--- config.mk ---
export PLATFORM = sky130hd
export DESIGN_NAME = scanner_telegram_deframer_crc16
export DESIGN_NICKNAME = d
export VERILOG_FILES = /design/src/rtl/core/stdc16_pkg.sv /design/src/rtl/core/scanner_telegram_deframer_crc16.sv /design/src/rtl/core/stdc16_in_stage.sv /design/src/rtl/core/stdc16_parser.sv /design/src/rtl/core/stdc16_out_stage.sv
export VERILOG_INCLUDE_DIRS = /design/src /design/src/rtl/core
export SDC_FILE = /design/constraint.sdc
export NUM_CORES = 1
export LEC_CHECK = 0
export ABC_AREA = 1
export BUFFER_PORTS_ARGS = -buffer_cell sky130_fd_sc_hd__buf_4
export CAP_MARGIN = 20
export CORE_AREA = 2 2 140 101
export CTS_BUF_LIST = sky130_fd_sc_hd__clkbuf_4 sky130_fd_sc_hd__clkbuf_8 sky130_fd_sc_hd__clkbuf_16
export CTS_CLUSTER_DIAMETER = 60
export DETAILED_ROUTE_END_ITERATION = 16
export DIE_AREA = 0 0 142 103
export PLACE_DENSITY = 0.57
export SLEW_MARGIN = 20
export SYNTH_ARGS = -nofsm -noshare
export SYNTH_HDL_FRONTEND = slang
export SYNTH_HIERARCHICAL = 1
export SYNTH_SLANG_ARGS = --single-unit
--- constraint.sdc ---
create_clock -name clk -period 5.55 [get_ports clk]
set_clock_uncertainty 0.15 [all_clocks]
set_input_delay 0.8325 -clock clk [delete_from_list [all_inputs] [get_ports clk]]
set_output_delay 0.8325 -clock clk [all_outputs]
set_load 0.1 [all_outputs]
--- src/rtl/core/scanner_telegram_deframer_crc16_defines.svh ---
// Assertion macros shared by the telegram deframer RTL.
// Each macro expects signals named clk and arst_n in the module that uses it.
`ifndef SCANNER_TELEGRAM_DEFRAMER_CRC16_DEFINES_SVH
`define SCANNER_TELEGRAM_DEFRAMER_CRC16_DEFINES_SVH

// Checks a property on every rising clock edge outside of reset.
`define STDC16_ASSERT(lbl, prop, msg) \
	lbl: assert property (@(posedge clk) disable iff (!arst_n) prop) else $error(msg);

// Checks that a condition implies a consequence in the same cycle.
`define STDC16_ASSERT_IMPL(lbl, ante, cons, msg) \
	`STDC16_ASSERT(lbl, (ante) |-> (cons), msg)

`endif

--- src/rtl/core/stdc16_pkg.sv ---
// Package for the telegram deframer: frame limits, codes, result type and CRC step.
// Used by the top, parser and output stage of the deframer; depends on nothing else.
package stdc16_pkg;

	localparam int unsigned MAX_FRAME_BYTES = 1024;
	localparam int unsigned LEN_W = $clog2(MAX_FRAME_BYTES);

	localparam logic [7:0] START_BYTE = 8'h02;
	localparam logic [7:0] REPLY_ADDRESS_RST = 8'h80;
	localparam logic [15:0] CRC_POLY = 16'h8005;
	// A length above this value makes the telegram longer than the limit.
	localparam logic [16:0] LEN_LIMIT = 17'(MAX_FRAME_BYTES - 6);
	localparam logic [15:0] LEN_MIN = 16'd2;

	typedef enum logic [2:0] {
		KIND_DATA     = 3'd0,
		KIND_OK       = 3'd1,
		KIND_BAD_ADDR = 3'd2,
		KIND_CRC_BAD  = 3'd3,
		KIND_TOO_LONG = 3'd4
	} kind_t;

	typedef enum logic [7:0] {
		PH_HUNT = 8'b0000_0001,
		PH_ADDR = 8'b0000_0010,
		PH_LENL = 8'b0000_0100,
		PH_LENH = 8'b0000_1000,
		PH_CMD  = 8'b0001_0000,
		PH_BODY = 8'b0010_0000,
		PH_CRCL = 8'b0100_0000,
		PH_CRCH = 8'b1000_0000
	} phase_t;

	typedef struct packed {
		kind_t       kind;
		logic [15:0] data_word;
		logic [7:0]  reply_code;
		logic [7:0]  frame_status;
		logic        last_of_frame;
	} result_t;

	// One CRC step: shift left, fold in the polynomial on carry, then XOR the
	// previous byte and the current byte as one 16-bit word.
	function automatic logic [15:0] crc_feed(input logic [15:0] crc, input logic [7:0] prev,
		input logic [7:0] b);
		logic [15:0] c;
		c = {crc[14:0], 1'b0};
		if (crc[15]) begin
			c = c ^ CRC_POLY;
		end
		return c ^ {prev, b};
	endfunction

endpackage

--- src/rtl/core/scanner_telegram_deframer_crc16.sv ---
// A byte beat is held in the input register and its result in the output register.
// Throughput: one byte beat per cycle unless a result beat waits on m_tready.
// The running CRC is updated once per byte from the start byte through the body.
// Reset (arst_n low, asynchronous) empties both registers, returns the parser to
// start-byte hunting and sets the reply address to 0x80.
module scanner_telegram_deframer_crc16 (
	input  logic        clk,
	input  logic        arst_n,
	input  logic        cfg_we,
	input  logic [7:0]  cfg_wdata,   // reply_address
	input  logic        s_tvalid,
	output logic        s_tready,
	input  logic [7:0]  s_tdata,     // data_byte
	output logic        m_tvalid,
	input  logic        m_tready,
	output logic [31:0] m_tdata,     // data_word, reply_code, frame_status
	output logic [2:0]  m_tuser,     // kind
	output logic        m_tlast      // last_of_frame
);

	logic                valid_s1;
	logic [7:0]          byte_s1;
	logic                take;
	logic                out_free;
	logic                res_valid;
	stdc16_pkg::result_t res;

	stdc16_in_stage u_in (
		.clk      (clk),
		.arst_n   (arst_n),
		.s_tvalid (s_tvalid),
		.s_tready (s_tready),
		.s_tdata  (s_tdata),
		.take     (take),
		.valid_s1 (valid_s1),
		.byte_s1  (byte_s1)
	);

	stdc16_parser u_parser (
		.clk       (clk),
		.arst_n    (arst_n),
		.cfg_we    (cfg_we),
		.cfg_wdata (cfg_wdata),
		.valid_s1  (valid_s1),
		.byte_s1   (byte_s1),
		.out_free  (out_free),
		.take      (take),
		.res_valid (res_valid),
		.res       (res)
	);

	stdc16_out_stage u_out (
		.clk       (clk),
		.arst_n    (arst_n),
		.take      (take),
		.res_valid (res_valid),
		.res       (res),
		.out_free  (out_free),
		.m_tvalid  (m_tvalid),
		.m_tready  (m_tready),
		.m_tdata   (m_tdata),
		.m_tuser   (m_tuser),
		.m_tlast   (m_tlast)
	);

endmodule

--- src/rtl/core/stdc16_in_stage.sv ---
// Input register of the telegram deframer: holds one received byte until the parser takes it.
// Depends on nothing but the clock and reset.
module stdc16_in_stage (
	input  logic       clk,
	input  logic       arst_n,
	input  logic       s_tvalid,
	output logic       s_tready,
	input  logic [7:0] s_tdata,   // data_byte
	input  logic       take,
	output logic       valid_s1,
	output logic [7:0] byte_s1
);

	assign s_tready = !valid_s1 || take;

	always_ff @(posedge clk or negedge arst_n) begin
		if (!arst_n) begin
			valid_s1 <= 1'b0;
		end else if (s_tvalid && s_tready) begin
			valid_s1 <= 1'b1;
		end else if (take) begin
			valid_s1 <= 1'b0;
		end
	end

	always_ff @(posedge clk) begin
		if (s_tvalid && s_tready) begin
			byte_s1 <= s_tdata;
		end
	end

endmodule

--- src/rtl/core/stdc16_parser.sv ---
// Frame parser of the telegram deframer: phase machine, running CRC and result forming.
// Depends on stdc16_pkg and the assertion macros header.
`include "scanner_telegram_deframer_crc16_defines.svh"

module stdc16_parser (
	input  logic                clk,
	input  logic                arst_n,
	input  logic                cfg_we,
	input  logic [7:0]          cfg_wdata,
	input  logic                valid_s1,
	input  logic [7:0]          byte_s1,
	input  logic                out_free,
	output logic                take,
	output logic                res_valid,
	output stdc16_pkg::result_t res
);

	stdc16_pkg::phase_t phase_q, phase_d;
	logic [7:0]  reply_address_q;
	logic [15:0] crc_q, crc_d;
	logic [7:0]  prev_q;
	logic        feed;
	logic [stdc16_pkg::LEN_W-1:0] bytes_left_q;
	logic [7:0]  low_q;
	logic [7:0]  cmd_q;
	logic [7:0]  stat_q;
	logic        odd_q;
	logic [15:0] len;
	logic [15:0] len_clip;
	logic        too_long;

	assign take = valid_s1 && out_free;
	assign len = {byte_s1, low_q};
	assign too_long = ({1'b0, len} > stdc16_pkg::LEN_LIMIT);
	assign len_clip = (len < stdc16_pkg::LEN_MIN) ? stdc16_pkg::LEN_MIN : len;
	assign crc_d = stdc16_pkg::crc_feed(crc_q, prev_q, byte_s1);

	always_comb begin
		phase_d = phase_q;
		feed = 1'b0;
		res_valid = 1'b0;
		res = '{kind: stdc16_pkg::KIND_DATA, data_word: 16'd0, reply_code: 8'd0,
			frame_status: 8'd0, last_of_frame: 1'b0};
		case (phase_q)
			stdc16_pkg::PH_HUNT: begin
				if (byte_s1 == stdc16_pkg::START_BYTE) begin
					phase_d = stdc16_pkg::PH_ADDR;
				end
			end
			stdc16_pkg::PH_ADDR: begin
				if (byte_s1 != reply_address_q) begin
					phase_d = stdc16_pkg::PH_HUNT;
					res_valid = 1'b1;
					res.kind = stdc16_pkg::KIND_BAD_ADDR;
					res.last_of_frame = 1'b1;
				end else begin
					feed = 1'b1;
					phase_d = stdc16_pkg::PH_LENL;
				end
			end
			stdc16_pkg::PH_LENL: begin
				feed = 1'b1;
				phase_d = stdc16_pkg::PH_LENH;
			end
			stdc16_pkg::PH_LENH: begin
				feed = 1'b1;
				if (too_long) begin
					phase_d = stdc16_pkg::PH_HUNT;
					res_valid = 1'b1;
					res.kind = stdc16_pkg::KIND_TOO_LONG;
					res.last_of_frame = 1'b1;
				end else begin
					phase_d = stdc16_pkg::PH_CMD;
				end
			end
			stdc16_pkg::PH_CMD: begin
				feed = 1'b1;
				phase_d = stdc16_pkg::PH_BODY;
			end
			stdc16_pkg::PH_BODY: begin
				feed = 1'b1;
				if (bytes_left_q <= stdc16_pkg::LEN_W'(1)) begin
					phase_d = stdc16_pkg::PH_CRCL;
				end else if (odd_q) begin
					res_valid = 1'b1;
					res.data_word = {byte_s1, low_q};
					res.reply_code = cmd_q;
				end
			end
			stdc16_pkg::PH_CRCL: begin
				phase_d = stdc16_pkg::PH_CRCH;
			end
			stdc16_pkg::PH_CRCH: begin
				phase_d = stdc16_pkg::PH_HUNT;
				res_valid = 1'b1;
				res.kind = ({byte_s1, low_q} == crc_q) ? stdc16_pkg::KIND_OK
					: stdc16_pkg::KIND_CRC_BAD;
				res.reply_code = cmd_q;
				res.frame_status = stat_q;
				res.last_of_frame = 1'b1;
			end
			default: begin
				phase_d = stdc16_pkg::PH_HUNT;
			end
		endcase
	end

	always_ff @(posedge clk or negedge arst_n) begin
		if (!arst_n) begin
			phase_q <= stdc16_pkg::PH_HUNT;
			reply_address_q <= stdc16_pkg::REPLY_ADDRESS_RST;
		end else begin
			if (cfg_we) begin
				reply_address_q <= cfg_wdata;
			end
			if (take) begin
				phase_q <= phase_d;
			end
		end
	end

	always_ff @(posedge clk) begin
		if (take) begin
			if (phase_q == stdc16_pkg::PH_HUNT && byte_s1 == stdc16_pkg::START_BYTE) begin
				crc_q <= stdc16_pkg::crc_feed(16'd0, 8'd0, byte_s1);
				prev_q <= byte_s1;
				cmd_q <= 8'd0;
				stat_q <= 8'd0;
			end else if (feed) begin
				crc_q <= crc_d;
				prev_q <= byte_s1;
			end
			case (phase_q)
				stdc16_pkg::PH_LENL: begin
					low_q <= byte_s1;
				end
				stdc16_pkg::PH_LENH: begin
					bytes_left_q <= stdc16_pkg::LEN_W'(len_clip - 16'd1);
				end
				stdc16_pkg::PH_CMD: begin
					cmd_q <= byte_s1;
					odd_q <= 1'b0;
				end
				stdc16_pkg::PH_BODY: begin
					if (bytes_left_q <= stdc16_pkg::LEN_W'(1)) begin
						stat_q <= byte_s1;
						bytes_left_q <= '0;
					end else begin
						bytes_left_q <= bytes_left_q - stdc16_pkg::LEN_W'(1);
						odd_q <= !odd_q;
						if (!odd_q) begin
							low_q <= byte_s1;
						end
					end
				end
				stdc16_pkg::PH_CRCL: begin
					low_q <= byte_s1;
				end
				default: begin
				end
			endcase
		end
	end

	`STDC16_ASSERT(a_close_to_hunt, take && res_valid && res.last_of_frame |=> phase_q == stdc16_pkg::PH_HUNT, "closing result did not return the parser to hunting")
	`STDC16_ASSERT_IMPL(a_body_count, phase_q == stdc16_pkg::PH_BODY, bytes_left_q != '0, "body phase with no bytes left")
	`STDC16_ASSERT_IMPL(a_take_needs_beat, take, valid_s1 && out_free, "parser stepped without a held beat or a free output")

endmodule

--- src/rtl/core/stdc16_out_stage.sv ---
// Output register of the telegram deframer: holds one result beat until the sink takes it.
// Depends on stdc16_pkg and the assertion macros header.
`include "scanner_telegram_deframer_crc16_defines.svh"

module stdc16_out_stage (
	input  logic                clk,
	input  logic                arst_n,
	input  logic                take,
	input  logic                res_valid,
	input  stdc16_pkg::result_t res,
	output logic                out_free,
	output logic                m_tvalid,
	input  logic                m_tready,
	output logic [31:0]         m_tdata,   // data_word, reply_code, frame_status
	output logic [2:0]          m_tuser,   // kind
	output logic                m_tlast
);

	logic load;

	assign out_free = !m_tvalid || m_tready;
	assign load = take && res_valid;

	always_ff @(posedge clk or negedge arst_n) begin
		if (!arst_n) begin
			m_tvalid <= 1'b0;
		end else if (load) begin
			m_tvalid <= 1'b1;
		end else if (m_tready) begin
			m_tvalid <= 1'b0;
		end
	end

	always_ff @(posedge clk) begin
		if (load) begin
			m_tdata <= {res.frame_status, res.reply_code, res.data_word};
			m_tuser <= res.kind;
			m_tlast <= res.last_of_frame;
		end
	end

	`STDC16_ASSERT_IMPL(a_load_when_free, load, !m_tvalid || m_tready, "result loaded over a beat not yet taken")
	`STDC16_ASSERT_IMPL(a_data_not_last, m_tvalid && m_tuser == stdc16_pkg::KIND_DATA, !m_tlast, "data word beat marked as frame end")

endmodule
==> flow_metrics.py <==
metrics = {
    "timing": {
        "fin_ws_ns": 2.45,
        "timing.fmax_mhz": 322,
        "slew-limit-headroom_pct": 31.1,
        "rsz0062_at_grt": "false",
        "finalHoldViolCount": 0,
        "period_share_pct": 55.9,
        "tightest_slew_ns": 1.03,
        "drv_slew": 0,
        "fin_setup_tns_ns": 0,
        "setup_violations": 0,
        "finalCriticalPeriod_ns": 3.10,
    },
    "placed_design": {
        "dpl_cell_area_mm2": 0.00623,
        "dpl.hpwl_um": 8920,
        "place_congestion": 0.873,
        "place_ws_ns": 2.49,
        "io_buffers": 58,
    },
    "synthesis": {
        "ys_ff_latch": 121,
        "ys.flop_type": "edfxtp_1",
        "synth.avg_cell_area_um2": 10.3,
        "syn_inst": 542,
        "synth-edff-count": 103,
        "syn_nets": 566,
        "yosysMostFrequentCell": "edfxtp_1",
        "yosys.area.top_type": "edfxtp_1",
        "async_flop_share_pct": 14.9,
        "synth_top_cell_area_share_pct": 55.2,
        "seq_area_frac_synth_pct": 63.2,
        "ys_warn_count": 6,
        "syn_area_mm2": 0.00561,
        "yosys-top-cells-area": "edfxtp_1 55%, dfrtp_1 7.1%, nand2_1 5.8%",
        "synth_common_cells": "103 x edfxtp_1, 86 x nand2_1, 84 x nor2_1",
        "ys_types": 33,
    },
    "final_layout": {
        "multiInputGateArea_mm2": 0.00172,
        "n_antenna_cell": 0,
        "area_growth_pct": 22.0,
        "final_area_mm2": 0.00684,
        "finalNetCount": 636,
        "fillers": 1179,
        "regArea_mm2": 0.00355,
        "drive_gt1_share_pct": 19.0,
    },
    "job": {
        "max_cap_viol_count": 0,
    },
    "min_path": {
        "min_path_type": "in -> async",
    },
    "die": {
        "initial_core_util_pct": 41.6,
        "coreArea_mm2": 0.0135,
        "io_pins": 59,
        "die_area_mm2": 0.0146,
        "die_y_um": 103,
        "die_w_um": 142,
        "num_rows": 36,
    },
    "critical_path": {
        "regToRegSetupSlack_ns": 2.57,
        "r2r_start": "u_parser/bytes_left_q[0]",
        "critPathLaunchType": "input pin",
        "crit_type": "in -> out",
        "required_ns": 4.57,
        "cp-startpoint": "m_tready",
        "r2r_end": "u_out/m_tdata[6]",
        "worstPathArrival_ns": 2.12,
        "endpoint_kind": "output pin",
        "cp_max_fo": 12,
        "ff2ff_path_depth": 10,
    },
    "cts": {
        "cts_tree": "done",
        "hold_buffers": 0,
        "root_buffer": "clkbuf_16",
        "htree_levels": 4,
        "clock_tree.buffer_depth": 2,
        "cts_buffers": 17,
        "ctsResizeCount": 0,
        "cts_sinks": 121,
        "worstSkewPairLatency_ns": 0.41,
        "postCtsSetupBuffers": 0,
        "path_clk_slew_ns": 0.05,
    },
    "grt": {
        "grt_start_max_net_pins": 37,
        "grt_use_total_pct": 18.3,
        "grt_pass1_wl_um": 19900,
        "grt_overflow_total": 0,
        "grt_pass1_vias": 3702,
        "antenna_found_initial": 0,
    },
    "routing": {
        "via_count": 3982,
        "drt_pass1_iterations": 6,
        "drtAntennaViolNets": 0,
        "post_drt_wl_per_cell_um": 16.0,
        "viasPerCell": 5.00,
        "drt-initial-drc-count": 398,
        "drt_wl_total_um": 12800,
        "drc": 0,
    },
    "pwr": {
        "p_per_area_mw_per_mm2": 425,
        "ir_worst_vdd_v": 0.000208,
        "leakage_nw": 2.90,
    },
    "status": {
        "outcome": "completed",
    },
}
[sequential cells by signal, summed over array words and instances, names as in the netlist]
name                      cells
u_parser/bytes_left_q        10
u_parser/phase_q              8
u_out/m_tvalid                1
u_parser/prev_q               8
u_out/m_tuser                 3
u_out/m_tlast                 1
u_parser/reply_address_q      8
u_parser/crc_q               16
u_parser/low_q                8
u_parser/cmd_q                8
u_in/byte_s1                  8
u_parser/stat_q               8
u_in/valid_s1                 1
u_parser/odd_q                1
u_out/m_tdata                32
[layout make-up]
cell class,count,share of cell area [%]
clock buffers,18,6.33
repair buffers,61,6.69
inverters,78,4.28
flip-flops and latches,121,51.8
clock inverters,14,2.63
well taps,171,3.13
multi-input cells,333,25.1
[placed cells by master (no fill, tap or decap), types with 5 or more instances in the layout]
| cell type | instances |
|---|---|
| nand2_1 | 86 |
| xor2_1 | 7 |
| inv_2 | 6 |
| dfrtp_1 | 16 |
| nor2_1 | 84 |
| a21oi_1 | 8 |
| nand3_1 | 33 |
| inv_1 | 72 |
| nor2_2 | 5 |
| nor3_1 | 8 |
| buf_4 | 61 |
| edfxtp_1 | 103 |
| o21ai_0 | 24 |
| nand4_1 | 11 |
| o21ai_1 | 16 |
| xnor2_1 | 27 |
| clkbuf_16 | 17 |
[worst max-delay path: stages]
cell and delay [ns]:
buf_4 0.07, inv_1 0.04, nand2_2 0.07, nand2_1 0.14, inv_1 0.43, inv_1 0.13
nand2_1 0.11, buf_4 0.29
[routing by layer]
metal,up-vias,GRT usage [%],part of all wire (%)
li1,1944,-,-
met5,-,0,0
met3,17,4.13,7.7
met4,0,7.31,1.4
met1,1866,27.1,48
met2,155,26.3,43
[worst max-delay path by stage]
stage / endpoint / slack (ns)
finish: s_tready / 2.45
global route: u_out/m_tdata[6] / 2.29
CTS: s_tready / 2.46
detailed placement: s_tready / 2.49
global placement: s_tready / 2.51
floorplan: s_tready / 2.46
[report_power, final]
part | switching [mW] | internal, mW | leakage, nW | total, mW
clock | 0.389 | 0.750 | 0.298 | 1.14
combinational | 0.489 | 0.125 | 1.44 | 0.614
sequential | 0.0548 | 1.10 | 1.17 | 1.16
total | 0.932 | 1.98 | 2.90 | 2.91
[logic make-up after synthesis]
logic type	after synthesis	synth area share, %
simple gates	240	19.3
flops	121	63.2
buf+inv	88	6.25
compound gates	56	5.29
xor+xnor	34	5.31
fa+ha+maj	3	0.669
[through the flow]
stage / hold slack, ns / power [mW] / util (%) / cells
floorplan: 0.289 / 1.65 / - / 542
global placement: 0.339 / 1.78 / 46.2 / 764
detailed placement: 0.340 / 1.79 / 46.2 / 764
CTS: 0.137 / 2.93 / 50.8 / 796
global route: 0.150 / 3.01 / 50.8 / 796
finish: 0.144 / 2.91 / 50.8 / 796
No activity file was read; power rests on OpenSTA's default activity.
